==> config.mk <==
export PLATFORM = sky130hd
export DESIGN_NAME = signed_binary_to_ascii_decimal_unit
export DESIGN_NICKNAME = d
export VERILOG_FILES = /design/src/rtl/core/sb2ad_pkg.sv /design/src/rtl/core/signed_binary_to_ascii_decimal_unit.sv /design/src/rtl/core/sb2ad_ctrl.sv /design/src/rtl/core/sb2ad_datapath.sv
export SDC_FILE = /design/constraint.sdc
export NUM_CORES = 1
export LEC_CHECK = 0
export BUFFER_PORTS_ARGS = -buffer_cell sky130_fd_sc_hd__buf_2
export CELL_PAD_IN_SITES_DETAIL_PLACEMENT = 1
export CELL_PAD_IN_SITES_GLOBAL_PLACEMENT = 1
export CORE_ASPECT_RATIO = 0.5
export CORE_MARGIN = 2
export CORE_UTILIZATION = 51
export CTS_CLUSTER_DIAMETER = 40
export DETAILED_ROUTE_END_ITERATION = 12
export GPL_ROUTABILITY_DRIVEN = 0
export PLACE_DENSITY = 0.88
export SLEW_MARGIN = 10
export SYNTH_ARGS = -nofsm -noshare
export SYNTH_HDL_FRONTEND = slang
export SYNTH_SLANG_ARGS = --single-unit
==> constraint.sdc <==
create_clock -name clk -period 10.18 [get_ports clk]
set_input_delay 1.018 -clock clk [delete_from_list [all_inputs] [get_ports clk]]
set_output_delay 1.018 -clock clk [all_outputs]
set_load 0.01 [all_outputs]
==> src/rtl/core/sb2ad_pkg.sv <==
// Shared types and constants for the signed binary to ASCII decimal unit.
package sb2ad_pkg;

    localparam int unsigned VALUE_W  = 32;
    localparam int unsigned CHAR_W   = 8;
    localparam int unsigned DIGITS   = 10;
    localparam int unsigned DIGIT_W  = 4;
    localparam int unsigned BCD_W    = DIGITS * DIGIT_W;
    localparam int unsigned BITS_PER_STEP = 4;
    localparam int unsigned CONV_STEPS    = VALUE_W / BITS_PER_STEP;
    localparam int unsigned STEP_CNT_W    = $clog2(CONV_STEPS);
    localparam int unsigned PTR_W         = $clog2(DIGITS);

    localparam logic [CHAR_W-1:0] CH_MINUS = 8'd45;
    localparam logic [CHAR_W-1:0] CH_ZERO  = 8'd48;

    typedef enum logic [2:0] {
        ST_IDLE,
        ST_CONV,
        ST_SETUP,
        ST_SIGN,
        ST_DIGIT
    } state_t;

    typedef struct packed {
        logic load;
        logic conv_step;
        logic set_ptr;
        logic dec_ptr;
        logic show_sign;
    } cmd_t;

    typedef struct packed {
        logic conv_done;
        logic ptr_zero;
        logic negative;
    } stat_t;

endpackage

==> src/rtl/core/signed_binary_to_ascii_decimal_unit.sv <==
// Signed 32-bit integer to ASCII decimal text, one character per output request.
// After an input request is taken, double dabble converts the magnitude at 4 bits per cycle,
// then a setup state finds the lead digit before the first character is offered.
// Each number gives 1 to 11 characters (a sign for negative values, then up to 10 digits);
// the next input is taken the cycle after the last character leaves.
// Reset clears the controller and counters only; there is no clearing pass.
module signed_binary_to_ascii_decimal_unit
    import sb2ad_pkg::*;
(
    input  logic                      clk,
    input  logic                      rst_n,
    input  logic                      in_valid,
    output logic                      in_stall,
    input  logic signed [VALUE_W-1:0] value,
    output logic                      out_valid,
    input  logic                      out_stall,
    output logic [CHAR_W-1:0]         char_code,
    output logic                      last_char
);

    cmd_t  cmd;
    stat_t stat;

    sb2ad_ctrl u_ctrl (
        .clk       (clk),
        .rst_n     (rst_n),
        .in_valid  (in_valid),
        .in_stall  (in_stall),
        .out_valid (out_valid),
        .out_stall (out_stall),
        .cmd       (cmd),
        .stat      (stat)
    );

    sb2ad_datapath u_datapath (
        .clk       (clk),
        .rst_n     (rst_n),
        .value     (value),
        .cmd       (cmd),
        .stat      (stat),
        .char_code (char_code),
        .last_char (last_char)
    );

endmodule

==> src/rtl/core/sb2ad_ctrl.sv <==
// Controller state machine: sequences load, conversion, sign and digit output.
module sb2ad_ctrl
    import sb2ad_pkg::*;
(
    input  logic  clk,
    input  logic  rst_n,
    input  logic  in_valid,
    output logic  in_stall,
    output logic  out_valid,
    input  logic  out_stall,
    output cmd_t  cmd,
    input  stat_t stat
);

    state_t state_reg;
    state_t state_next;

    always_ff @(posedge clk or negedge rst_n)
    begin
        if (!rst_n)
        begin
            state_reg <= ST_IDLE;
        end
        else
        begin
            state_reg <= state_next;
        end
    end

    always_comb
    begin
        state_next = state_reg;
        case (state_reg)
            ST_IDLE:
            begin
                if (in_valid)
                begin
                    state_next = ST_CONV;
                end
            end
            ST_CONV:
            begin
                if (stat.conv_done)
                begin
                    state_next = ST_SETUP;
                end
            end
            ST_SETUP:
            begin
                state_next = stat.negative ? ST_SIGN : ST_DIGIT;
            end
            ST_SIGN:
            begin
                if (!out_stall)
                begin
                    state_next = ST_DIGIT;
                end
            end
            ST_DIGIT:
            begin
                if (!out_stall && stat.ptr_zero)
                begin
                    state_next = ST_IDLE;
                end
            end
            default:
            begin
                state_next = ST_IDLE;
            end
        endcase
    end

    always_comb
    begin
        cmd       = '0;
        in_stall  = 1'b1;
        out_valid = 1'b0;
        case (state_reg)
            ST_IDLE:
            begin
                in_stall = 1'b0;
                cmd.load = in_valid;
            end
            ST_CONV:
            begin
                cmd.conv_step = 1'b1;
            end
            ST_SETUP:
            begin
                cmd.set_ptr = 1'b1;
            end
            ST_SIGN:
            begin
                out_valid     = 1'b1;
                cmd.show_sign = 1'b1;
            end
            ST_DIGIT:
            begin
                out_valid   = 1'b1;
                cmd.dec_ptr = !out_stall && !stat.ptr_zero;
            end
            default:
            begin
                cmd = '0;
            end
        endcase
    end

    a_accept_starts_conv: assert property (
        @(posedge clk) disable iff (!rst_n)
        (in_valid && !in_stall) |=> (state_reg == ST_CONV)
    ) else $error("accepted request did not start conversion");

    a_no_accept_while_output: assert property (
        @(posedge clk) disable iff (!rst_n)
        out_valid |-> in_stall
    ) else $error("input taken while characters pending");

    a_conv_to_setup: assert property (
        @(posedge clk) disable iff (!rst_n)
        (state_reg == ST_CONV && stat.conv_done) |=> (state_reg == ST_SETUP)
    ) else $error("conversion end not followed by setup");

    a_last_char_ends: assert property (
        @(posedge clk) disable iff (!rst_n)
        (state_reg == ST_DIGIT && !out_stall && stat.ptr_zero) |=> (state_reg == ST_IDLE)
    ) else $error("last character did not return to idle");

endmodule

==> src/rtl/core/sb2ad_datapath.sv <==
// Datapath: magnitude, four-bit-per-cycle double dabble and character select.
module sb2ad_datapath
    import sb2ad_pkg::*;
(
    input  logic                     clk,
    input  logic                     rst_n,
    input  logic signed [VALUE_W-1:0] value,
    input  cmd_t                     cmd,
    output stat_t                    stat,
    output logic [CHAR_W-1:0]        char_code,
    output logic                     last_char
);

    logic [VALUE_W-1:0]    mag_reg;
    logic [VALUE_W-1:0]    mag_next;
    logic [BCD_W-1:0]      bcd_reg;
    logic [BCD_W-1:0]      bcd_next;
    logic                  neg_reg;
    logic [STEP_CNT_W-1:0] step_reg;
    logic [PTR_W-1:0]      ptr_reg;
    logic [PTR_W-1:0]      ptr_next;
    logic [PTR_W-1:0]      lead_idx;
    logic [DIGIT_W-1:0]    cur_digit;

    // one shift-and-add-3 step: fix up each digit, then shift in one bit
    function automatic logic [BCD_W-1:0] dabble_bit(
        input logic [BCD_W-1:0] bcd_in,
        input logic             bit_in
    );
        logic [BCD_W-1:0]   adj;
        logic [DIGIT_W-1:0] d;
        adj = bcd_in;
        for (int i = 0; i < DIGITS; i++)
        begin
            d = bcd_in[i*DIGIT_W +: DIGIT_W];
            if (d >= 4'd5)
            begin
                adj[i*DIGIT_W +: DIGIT_W] = d + 4'd3;
            end
        end
        return {adj[BCD_W-2:0], bit_in};
    endfunction

    always_comb
    begin
        bcd_next = bcd_reg;
        for (int b = 0; b < BITS_PER_STEP; b++)
        begin
            bcd_next = dabble_bit(bcd_next, mag_reg[VALUE_W-1-b]);
        end
        mag_next = {mag_reg[VALUE_W-BITS_PER_STEP-1:0], {BITS_PER_STEP{1'b0}}};
    end

    // highest nonzero digit; zero keeps the units digit
    always_comb
    begin
        lead_idx = '0;
        for (int i = 0; i < DIGITS; i++)
        begin
            if (bcd_reg[i*DIGIT_W +: DIGIT_W] != '0)
            begin
                lead_idx = PTR_W'(i);
            end
        end
    end

    always_ff @(posedge clk)
    begin
        if (cmd.load)
        begin
            mag_reg <= value[VALUE_W-1] ? (~value + 1'b1) : value;
            neg_reg <= value[VALUE_W-1];
            bcd_reg <= '0;
        end
        else if (cmd.conv_step)
        begin
            mag_reg <= mag_next;
            bcd_reg <= bcd_next;
        end
    end

    always_comb
    begin
        ptr_next = ptr_reg;
        if (cmd.set_ptr)
        begin
            ptr_next = lead_idx;
        end
        else if (cmd.dec_ptr)
        begin
            ptr_next = ptr_reg - 1'b1;
        end
    end

    always_ff @(posedge clk or negedge rst_n)
    begin
        if (!rst_n)
        begin
            step_reg <= '0;
            ptr_reg  <= '0;
        end
        else
        begin
            ptr_reg <= ptr_next;
            if (cmd.load)
            begin
                step_reg <= '0;
            end
            else if (cmd.conv_step)
            begin
                step_reg <= step_reg + 1'b1;
            end
        end
    end

    assign cur_digit = bcd_reg[ptr_reg*DIGIT_W +: DIGIT_W];

    assign stat.conv_done = (step_reg == STEP_CNT_W'(CONV_STEPS - 1));
    assign stat.ptr_zero  = (ptr_reg == '0);
    assign stat.negative  = neg_reg;

    assign char_code = cmd.show_sign ? CH_MINUS : (CH_ZERO + {{(CHAR_W-DIGIT_W){1'b0}}, cur_digit});
    assign last_char = !cmd.show_sign && (ptr_reg == '0);

endmodule
== Word-level counts from Yosys, hierarchy flattened ==
Index checks and enable logic that the tools add are counted.

* Output and inout bits: 11
* Register bits after elaboration: 83
* Input bits: 36

* Equal/unequal tests: 9
* Shift-type cells: 1
* Magnitude comparators: 40
* Bitwise logic cells: 1
* $add $sub $neg: 44
* Muxes and demuxes: 70
* Reductions and logical operators: 21

{| class="wikitable"
|+ Operators by type and width
! operator !! number
|-
| 4-bit by 3-bit greater-or-equal comparator with 1-bit output (second input constant) || 40
|-
| 4-bit two-way mux || 40
|-
| 4-bit by 2-bit adder with 4-bit output (second input constant) || 36
|-
| 32-bit two-way mux || 3
|-
| 3-bit two-way mux || 15
|-
| 40-bit by 7-bit variable part select with 4-bit output || 1
|-
| 4-bit nonzero test || 9
|-
| 32-bit by 1-bit adder with 32-bit output (second input constant) || 1
|-
| 32-bit NOT || 1
|-
| 3-bit one-hot mux with 5 select lines || 1
|-
| 3-bit by 2-bit adder with 3-bit output (second input constant) || 4
|-
| 1-bit two-way mux || 8
|-
| 8-bit two-way mux || 1
|-
| 6-bit by 4-bit adder with 7-bit output (first input constant) || 1
|-
| 3-bit by 2-bit == test with 1-bit output (second input constant) || 2
|-
| 3-bit == test (second input constant) || 2
|-
| 2-bit != test (second input constant) || 3
|-
| 4-bit logical NOT || 1
|-
| 2-bit two-way mux || 2
|-
| 4-bit AND reduction || 1
|-
| 2-bit nonzero test || 2
|-
| 4-bit by 1-bit subtractor with 4-bit output (second input constant) || 1
|-
| 3-bit by 1-bit adder with 3-bit output (second input constant) || 1
|-
| 3-bit by 1-bit == test with 1-bit output (second input constant) || 1
|-
| other kinds (5) || 9
|}

== Longest topological paths before layout ==
Gate-level depths: netlist of the first run.

* Depth in word-level cells: 11
* Gate-level depth with buffers: 20
* Gate-level depth less buffers: 19

== By module ==
Synthesis of the first run repeated with hierarchy kept, for this count alone.

* Cells, all modules: 1202
* Area, all modules: 9233.9 um^2

{| class="wikitable"
|+ By module, submodules not included
! module !! cells each !! instances !! sequential area each (um^2) !! area each (um^2)
|-
| sb2ad_datapath || 1178 || 1 || 1966.9 || 8994.9
|-
| sb2ad_ctrl || 24 || 1 || 75.1 || 239.0
|}

== Worst setup path after synthesis of the first run ==
No wires, ideal clock.

* Path type: reg2reg
* Start point: register u_datapath.bcd_reg[8]
* End point: register u_datapath.bcd_reg[16]
* Arrival: 3.284 ns
* Clock period less this slack: 3.463 ns
* Data required time: 10.001 ns
* Library setup time: 0.179 ns
* Buffers on the path: 0
* Slack: 6.717 ns
* Cell stages (with the launch flop): 18
* Cells stage by stage: dfxtp_1 inv_1 ha_1 and2b_1 or3_1 nand2_1 ha_1 o21bai_1 a211o_1 and2_1 inv_1 ha_1 nor3_1 a221oi_1 o31ai_1 a211oi_2 xnor2_1 o22ai_1

* Longest elaborated chain between the ends: 8

{| class="wikitable"
|+ RTL lines
! item !! line !! RTL
|-
| start: declaration || sb2ad_datapath.sv:16 || <nowiki>logic [BCD_W-1:0] bcd_reg;</nowiki>
|-
| start signal: assignment || sb2ad_datapath.sv:78 || <nowiki>bcd_reg <= bcd_next;</nowiki>
|-
| 4-bit by 2-bit adder with 4-bit output / 4-bit by 3-bit greater-or-equal comparator with 1-bit output (equally long branches) || sb2ad_datapath.sv:38, sb2ad_datapath.sv:36 ||
|-
| 4-bit two-way mux (*) || sb2ad_datapath.sv:36 || <nowiki>if (d >= 4'd5)</nowiki>
|-
| 4-bit by 2-bit adder with 4-bit output / 4-bit by 3-bit greater-or-equal comparator with 1-bit output (equally long branches) || sb2ad_datapath.sv:38, sb2ad_datapath.sv:36 ||
|-
| 4-bit two-way mux || sb2ad_datapath.sv:36 ||
|-
| 4-bit by 2-bit adder with 4-bit output / 4-bit by 3-bit greater-or-equal comparator with 1-bit output (equally long branches) || sb2ad_datapath.sv:38, sb2ad_datapath.sv:36 ||
|-
| 4-bit two-way mux || sb2ad_datapath.sv:36 ||
|-
| 4-bit by 2-bit adder with 4-bit output / 4-bit by 3-bit greater-or-equal comparator with 1-bit output (equally long branches) || sb2ad_datapath.sv:38, sb2ad_datapath.sv:36 ||
|-
| 4-bit two-way mux (*) || sb2ad_datapath.sv:36 ||
|}

Every way passes the cells marked *; elsewhere a longest branch is shown, timed or not.
A chain may end at the register's enable or synchronous reset.

== Worst setup path after layout of the first run ==
* Start point: register u_datapath.bcd_reg[36]
* End point: register u_datapath.bcd_reg[38]

* Longest elaborated chain between the ends: 8

{| class="wikitable"
|+ RTL lines
! item !! line
|-
| 4-bit by 3-bit greater-or-equal comparator with 1-bit output / 3-bit by 2-bit adder with 3-bit output (equally long branches) || sb2ad_datapath.sv:36, sb2ad_datapath.sv:38
|-
| 3-bit two-way mux (*) || sb2ad_datapath.sv:36
|-
| 4-bit by 3-bit greater-or-equal comparator with 1-bit output / 3-bit by 2-bit adder with 3-bit output (equally long branches) || sb2ad_datapath.sv:36, sb2ad_datapath.sv:38
|-
| 3-bit two-way mux (*) || sb2ad_datapath.sv:36
|-
| 4-bit by 3-bit greater-or-equal comparator with 1-bit output / 3-bit by 2-bit adder with 3-bit output (equally long branches) || sb2ad_datapath.sv:36, sb2ad_datapath.sv:38
|-
| 3-bit two-way mux (*) || sb2ad_datapath.sv:36
|-
| 4-bit by 3-bit greater-or-equal comparator with 1-bit output / 3-bit by 2-bit adder with 3-bit output (equally long branches) || sb2ad_datapath.sv:36, sb2ad_datapath.sv:38
|-
| 3-bit two-way mux (*) || sb2ad_datapath.sv:36
|}

Marked as above.

==> flow_summary.ini, run 1 <==
[yosys]
yosysSeqAreaShare_pct = 21.7
synthTopCellsByCount = 150 x nand2_1, 87 x nor2_1, 87 x o21ai_0
synth_top_area_cell = edfxtp_1
synth_most_common_cell = nand2_1
syn-instance-count = 1210
ys_seq_elements = 83
synth_cell_type_count = 109
ys_top_cells_by_area = edfxtp_1 11%, dfxtp_1 8.5%, nand2_1 6.0%
synth_ff_type = dfxtp_1
synth_edf_count = 33
synthArstFlopShare_pct = 12.0
yosysWarnings = 0
syn_avg_cell_area_um2 = 7.79
netlist.area_leader.share_pct = 10.5
netlist_area_um2 = 9430

[clock_network]
ctsHoldBuffers = 0
clock-sinks = 83
cts_tree = built
cts_buffer_depth = 2
path_clk_slew_ns = 0.07
clk-insertion-delay-late_ns = 0.36
cts_root_buf = clkbuf_16
post_cts.repair.setup_buffers = 0
numCtsBuffers = 9
cts_resized = 0
htreeDepth = 3

[detailed_routing]
vias = 9391
firstDrtPassIters = 5
drt-initial-drc-count = 626
drc = 0
ant_nets = 0
drt_wl_total_mm = 28.5
via_per_inst = 6.47
post_drt_wl_per_cell_um = 19.6

[die]
die_height_um = 100
dieArea_um2 = 19700
start_util_pct = 51.6
ios = 47
core_area_um2 = 18300
rows = 35
die_w_um = 196

[grt]
grt_pass1_wl_mm = 47.9
grt_max_degree = 69
grt_use_total_pct = 29.6
overflow = 0
antenna_found_initial = 1
grt_pass1_vias = 9780

[min_path]
hold_class = reg2reg
hold_depth = 2
worstHoldStart = u_datapath.mag_reg[28]
min_to = u_datapath.bcd_reg[0]

[timing]
finalHoldViolations = 0
fin_crit_sh_pct = 42.3
slew_violations = 0
rsz0062_at_grt = no
tightest_slew_ns = 1.16
min_period_ns = 4.31
fmax_mhz = 232
skew_ns = 0.00622
relSlewSlack_pct = 22.8
tns_ns = 0
setup_viol = 0

[run_status]
status = complete, no violations

[final_layout]
drive_above_1_share_pct = 12.1
fin_nets = 1286
largest_register_ffs = 40
fillers = 2268
area_growth_pct = 6.16

[setup_path]
crit_type = reg2reg
r2r_setup_slack_ns = 5.87
timing.rr.end = u_datapath.bcd_reg[38]
r2r_start = u_datapath.bcd_reg[36]
crit_path_end_kind = flip-flop
path_max_fanout = 11
ff2ff_path_depth = 18
required_ns = 10.47
cp-start-kind = flip-flop
crit_arrival_ns = 4.60

[placed_design]
port-buffer-count = 43
post-dp-hpwl_mm = 21.0

[job]
cap_violations = 0
[per-stage QoR]
stage	worst slack (ns)	cell area, um^2	util, %	hold slack, ns	instances
after detailed placement	6.07	9690	53.1	0.474	1435
after floorplan	6.72	9430	-	0.418	1211
after CTS	5.98	10000	54.8	0.490	1451
after global routing	5.56	10000	54.8	0.524	1452
after global placement	6.37	9690	53.1	0.478	1435
final	5.87	10000	54.8	0.497	1452
[cell families after synthesis]
kind of cell / count (synthesis) / share of synthesized area [%]
AO/OA/AOI/OAI: 420 / 32.4
XOR/XNOR: 43 / 3.99
adder cells (fa/ha/maj): 44 / 5.84
buffers and inverters: 130 / 5.78
flip-flops: 83 / 21.7
multiplexers: 53 / 7.06
other: 2 / 0.0796
AND/OR/NAND/NOR: 435 / 23.2
[how the worst max path moves through the flow]
stage	start	to	slack [ns]
global route	u_datapath.bcd_reg[36]	u_datapath.bcd_reg[38]	5.56
CTS	u_datapath.bcd_reg[36]	u_datapath.bcd_reg[38]	5.98
finish	u_datapath.bcd_reg[36]	u_datapath.bcd_reg[38]	5.87
detailed placement	u_datapath.bcd_reg[36]	u_datapath.bcd_reg[38]	6.07
global placement	u_datapath.bcd_reg[8]	u_datapath.bcd_reg[16]	6.37
floorplan	u_datapath.bcd_reg[8]	u_datapath.bcd_reg[16]	6.72
[worst max-delay path, stage by stage (launching register included)]
cell	delay, ns
dfxtp_1	0.45
inv_1	0.11
ha_1	0.36
nor3b_1	0.20
nor3_1	0.35
nor2_1	0.14
inv_1	0.09
ha_1	0.16
o21ai_0	0.12
a41oi_1	0.57
inv_1	0.11
ha_1	0.22
o21ai_0	0.16
a22o_1	0.23
ha_1	0.16
nor2_1	0.05
o211ai_1	0.27
mux2_2	0.38
o21ai_1	0.11
[layout make-up]
type | instances | area (um^2) | share of cell area, %
Sequential cell | 83 | 2040 | 20.4
Multi-Input combinational cell | 998 | 6850 | 68.4
Clock buffer | 9 | 225 | 2.25
Clock inverter | 7 | 92.6 | 0.925
Inverter | 67 | 254 | 2.54
Antenna cell | 1 | 2.50 | 0.0250
Timing Repair Buffer | 47 | 245 | 2.45
Tap cell | 240 | 300 | 3.00
[cell usage in the layout (no fill, tap or decap), types with 23 or more instances in the layout]
cell type	instances
dfxtp_1	40
buf_2	43
nor3_1	23
xor2_1	31
nor2_1	87
nand2_1	149
nand3_1	30
o21ai_0	87
ha_1	44
o21ai_1	25
mux2i_1	30
a21oi_1	57
edfxtp_1	33
inv_1	63
[per-layer routing]
| metal | share of wire [%] | vias to the layer above | GRT usage, % |
|---|---|---|---|
| met5 | 0 | - | 0 |
| met4 | 1.5 | 0 | 8.10 |
| met3 | 3.5 | 49 | 4.37 |
| met2 | 50 | 204 | 54.3 |
| met1 | 45 | 4642 | 36.5 |
| li1 | - | 4496 | - |
Power of run 1 is left out: the tool's default activity adds up to more than one toggle a clock period on the data nets, which glitch-free logic cannot reach.
==> run 2, diff against run 1 <==
Settings changed: ABC_AREA set to 1, CORE_UTILIZATION 51 to 41, PLACE_DENSITY 0.88 to 0.8.
Clock period 10.18 ns to 3.65 ns, I/O delays scaled along.
==> run 2 against run 1 <==
  * Routed wire length fell by 14%
  * Global-route usage is 6.9 points lower
  * Count of clock-buffer cells in the layout grew 1
  * Worst hold slack worse by 0.14 ns
  * Fmax up 26%
  * Utilization shrank 9.0 points
==> flow_summary.ini, run 2 <==
[final_layout]
drive_above_1_share_pct = 18.2
final_cell_mix = 361 x nand2_1, 180 x inv_1, 139 x nand3_1
fillers = 2759
final_common_cell = nand2_1
fin_area_um2 = 9380
largest_register_ffs = 40
register_area_um2 = 2050
area_growth_pct = 10.3
diodes = 0
utilization_pct = 45.9
fin_nets = 1440
multiInputGateArea_um2 = 5640

[detailed_routing]
post_drt_wl_per_cell_um = 14.9
ant_nets = 0
firstDrtPassIters = 5
drt_wl_total_mm = 24.4
drc = 0
vias = 8729
drt-initial-drc-count = 301
via_per_inst = 5.33

[job]
cap_violations = 0

[placed_design]
place_area_um2 = 8980
port-buffer-count = 43
post-dp-hpwl_mm = 19.1

[yosys]
syn-instance-count = 1323
netlist.area_leader.share_pct = 16.2
ys_seq_elements = 83
yosysSeqAreaShare_pct = 24.0
synth_top_area_cell = nand2_1
synthArstFlopShare_pct = 12.0
synth_ff_type = dfxtp_1
netlist_area_um2 = 8500
synth_most_common_cell = nand2_1
syn_avg_cell_area_um2 = 6.43
ys_top_cells_by_area = nand2_1 16%, edfxtp_1 12%, dfxtp_1 9.4%
synth_cell_type_count = 49
yosysWarnings = 0
synthTopCellsByCount = 366 x nand2_1, 184 x inv_1, 142 x nand3_1
synth_edf_count = 33

[grt]
grt_use_total_pct = 22.7
grt_max_degree = 64
antenna_found_initial = 0
grt_pass1_wl_mm = 41.8
overflow = 0
grt_pass1_vias = 9181

[setup_path]
crit_arrival_ns = 3.65
crit_type = reg2reg
crit_path_top_delay_cell = dfxtp_2
cp-start-kind = flip-flop
required_ns = 3.89
critical_path.max_stage_delay_ns = 0.35
crit_path_end_kind = flip-flop
path_max_fanout = 4
crit_top_cell = nand2_1

[timing]
slew_violations = 0
relSlewSlack_pct = 53.3
setup_viol = 0
min_period_ns = 3.41
finalHoldViolations = 0
fmax_mhz = 293
fin_crit_sh_pct = 93.5
skew_ns = 0.00972
tightest_slew_ns = 0.699

[die]
die_w_um = 208
core_area_um2 = 20500
dieArea_um2 = 22000
start_util_pct = 41.6
rows = 37
ios = 47
die_height_um = 106

[clock_network]
clk-insertion-delay-late_ns = 0.35
htreeDepth = 3
clock-sinks = 83
cts_buffer_depth = 2
numCtsBuffers = 9
cts_root_buf = clkbuf_16
cts_tree = built
path_clk_slew_ns = 0.06

[run_status]
status = complete, no violations

[min_path]
hold_class = in2reg
## run 2: cell count changes in the layout (fill, tap and decap cells not counted), moves of 31 or more
cell and delta:
inv_1 +117, nand2_1 +212, nand2_2 +69, nand3_1 +109, nand3_2 +40, nor2_1 -31
## run 2: metrics by stage
stage | worst slack [ns] | TNS, ns | hold WS (ns) | instances
2_1_floorplan | 0.650 | 0 | 0.0694 | 1324
3_3_place_gp | 0.404 | 0 | 0.246 | 1618
3_5_place_dp | 0.0551 | 0 | 0.249 | 1618
4_1_cts | 0.0137 | 0 | 0.339 | 1635
5_1_grt | -0.0123 | -0.0172 | 0.364 | 1638
6_report | 0.237 | 0 | 0.352 | 1638
## run 2: routing by layer
metal | track usage (%) | share of wire [%] | up-vias
met3 | 3.07 | 2.6 | 21
met1 | 27.4 | 46 | 4196
li1 | - | - | 4413
met5 | 0 | 0 | -
met2 | 42.9 | 51 | 99
met4 | 4.76 | 0.93 | 0
## run 2: cell families (layout without fill, tap and decap cells)
family | after synthesis | in the layout | synth area share [%]
flip-flops | 83 | 83 | 24.0
other | 2 | 3 | 0.0883
AO/OA/AOI/OAI | 185 | 185 | 12.4
XOR/XNOR | 30 | 30 | 3.18
multiplexers | 2 | 2 | 0.235
buffers and inverters | 233 | 274 | 10.6
AND/OR/NAND/NOR | 744 | 744 | 43.0
adder cells (fa/ha/maj) | 44 | 44 | 6.47
## run 2: final cells by class
cell class / count / share of cell area, %
sequential: 83 / 21.8
clock buffer: 10 / 2.67
tap: 273 / 3.64
multi-input combinational: 1008 / 60.1
clock inverter: 6 / 0.467
timing repair buffer: 52 / 3.04
inverter: 206 / 8.25
## run 2: critical path, delay by kind of cell, from the launching register on
| kind | cells | cell delay, ns |
|---|---|---|
| and+or+nand+nor | 18 | 1.69 |
| adders and majority gates | 4 | 0.71 |
| DFF | 1 | 0.35 |
| buffers and inverters | 6 | 0.35 |
| xor gates and xnor gates | 1 | 0.22 |
## run 2: repair_timing
action | 4_1_cts | 5_1_grt
setup endpoints to repair | 0 | 3
resized for setup | 0 | 21
hold endpoints to repair | 10 | 0
hold buffers | 1 | 0
buffers inserted | 0 | 3
## run 2: worst paths after layout
check                                       startpoint                      to  slack [ns]  depth (start not counted)
worst max-delay path            u_datapath.bcd_reg[37]  u_datapath.bcd_reg[37]        0.24                         29
worst min-delay path                         out_stall     u_ctrl.state_reg[2]        0.35                          3
worst max register to register  u_datapath.bcd_reg[37]  u_datapath.bcd_reg[37]        0.24                         29
worst min register to register  u_datapath.mag_reg[28]   u_datapath.bcd_reg[0]        0.46                          2
max in group asynchronous                        rst_n   u_datapath.ptr_reg[0]        3.00                          2
min in group asynchronous                        rst_n     u_ctrl.state_reg[2]        0.44                          2
Power of run 2 is left out for the same reason.
==> run 3, diff against run 2 <==
Settings changed: CORE_UTILIZATION 41 to 48, PLACE_DENSITY 0.8 to 0.88, RECOVER_POWER set to 25, REMOVE_ABC_BUFFERS set to 1.
Clock period 3.65 ns to 4.2 ns, I/O delays scaled along.
==> run 3 against run 2 <==
  * The flow now finishes with violations (max-capacitance violations, max-slew violations)
  * Register-to-register slack improved by 0.24 ns
  * Global-route usage rose by 4.8 points
  * Utilization rose by 7.5 points
  * Clock skew rose by 0.0029 ns
  * Final cell count fell by 2.7%
  * Flip-flop and latch count did not move
  * Critical path type unchanged
  * Critical endpoint unchanged
==> flow_summary.ini, run 3 (synthesized netlist as in run 2, its figures left out) <==
[run_status]
status = finished with violations
violations = max-capacitance violations, max-slew violations

[die]
ios = 47
rows = 34
dieArea_um2 = 18900
core_area_um2 = 17400
die_w_um = 192
die_height_um = 98.1
start_util_pct = 49.0

[clock_network]
cts_tree = built
numCtsBuffers = 9
clock-sinks = 83
post_cts.repair.setup_buffers = 0
path_clk_slew_ns = 0.07
clk-insertion-delay-late_ns = 0.35
htreeDepth = 3
cts_root_buf = clkbuf_16
cts_buffer_depth = 2

[detailed_routing]
post_drt_wl_per_cell_um = 15.7
drt_wl_total_mm = 25.0
drt-initial-drc-count = 346
vias = 8897
via_per_inst = 5.59
firstDrtPassIters = 4
ant_nets = 0
drc = 0

[timing]
hold-worst-slack_ns = 0.407
setup_slack_ns = 0.475
fmax_mhz = 268
finalHoldViolations = 0
slew_violations = 64
min_period_ns = 3.72
rsz0062_at_grt = no
skew_ns = 0.0126
setup_viol = 0
tns_ns = 0
tightest_slew_ns = 2.62
relSlewSlack_pct = -74.4
fin_crit_sh_pct = 88.7

[grt]
grt_max_degree = 64
antenna_found_initial = 0
overflow = 0
grt_pass1_wl_mm = 42.7
grt_pass1_vias = 9125
grt_use_total_pct = 27.5

[setup_path]
timing.rr.end = u_datapath.bcd_reg[37]
r2r_start = u_datapath.bcd_reg[32]
crit_path_top_delay_cell = dfxtp_1
cp-start-kind = flip-flop
required_ns = 4.45
crit_path_end_kind = flip-flop
crit_type = reg2reg
path_max_fanout = 5
ff2ff_path_depth = 29
r2r_setup_slack_ns = 0.48
crit_top_cell = nand2_1
critical_path.max_stage_delay_ns = 0.37
crit_arrival_ns = 3.97

[final_layout]
register_area_um2 = 2040
diodes = 0
drive_above_1_share_pct = 16.0
final_common_cell = nand2_1
utilization_pct = 53.3
fillers = 2381
largest_register_ffs = 40
multiInputGateArea_um2 = 5570
fin_nets = 1435
final_cell_mix = 366 x nand2_1, 183 x inv_1, 142 x nand3_1
area_growth_pct = 8.81

[min_path]
hold_class = in2reg
hold_depth = 2
worstHoldStart = value[3]
min_to = u_datapath.mag_reg[3]

[job]
cap_violations = 1

[placed_design]
post-dp-hpwl_mm = 19.0
port-buffer-count = 43
pre_cts_ws_ns = 0.531
[run 3: cell types whose count changed in the layout (fill, tap and decap cells not counted), sizes merged]
cell,delta
buf,-12
clkbuf,+6
inv,-2
clkinv,-1
bufinv,+3
[run 3: how the worst max path moves through the flow]
stage | startpoint | end | slack [ns]
6_report | u_datapath.bcd_reg[32] | u_datapath.bcd_reg[37] | 0.48
5_1_grt | u_datapath.bcd_reg[32] | u_datapath.bcd_reg[37] | 0.09
4_1_cts | u_datapath.bcd_reg[32] | u_datapath.bcd_reg[37] | 0.50
3_5_place_dp | u_datapath.bcd_reg[32] | u_datapath.bcd_reg[37] | 0.53
3_3_place_gp | u_datapath.bcd_reg[32] | u_datapath.bcd_reg[37] | 0.96
2_1_floorplan | u_ctrl.state_reg[2] | u_datapath.mag_reg[0] | -0.34
[run 3: area by class of cell]
type,instances,share of cell area (%)
Multi-Input combinational cell,1008,60.2
Sequential cell,83,22.1
Inverter,206,8.37
Tap cell,234,3.16
Timing Repair Buffer,47,2.53
Clock buffer,9,2.43
Clock inverter,6,1.24
[run 3: worst max-delay path: cells and delay by family (launching register included)]
family                   cells  cell delay, ns
buffers and inverters        7            0.50
AND/OR/NAND/NOR             17            1.64
XOR/XNOR                     1            0.28
adder cells (fa/ha/maj)      4            0.83
flip-flops                   1            0.37
[run 3: routing by layer]
layer | vias up | wire (um) | GRT usage, %
li1 | 4396 | - | -
met1 | 4312 | 11500 | 34.3
met2 | 156 | 12400 | 49.8
met3 | 33 | 786 | 3.74
met4 | 0 | 390 | 7.28
met5 | - | 0 | 0
[run 3: through the flow]
step / cell area [um^2] / instances
2_1_floorplan: 8380 / 1297
3_5_place_dp: 8920 / 1577
6_report: 9250 / 1593
5_1_grt: 9250 / 1593
3_3_place_gp: 8920 / 1577
4_1_cts: 9270 / 1593
[run 3: what timing repair did]
action / CTS / global route
endpoints found under the hold margin: 10 / 0
endpoints found under the setup margin: 0 / 0
resized for setup: 0 / 0
hold buffers: 1 / 0
Power of run 3 is left out for the same reason.
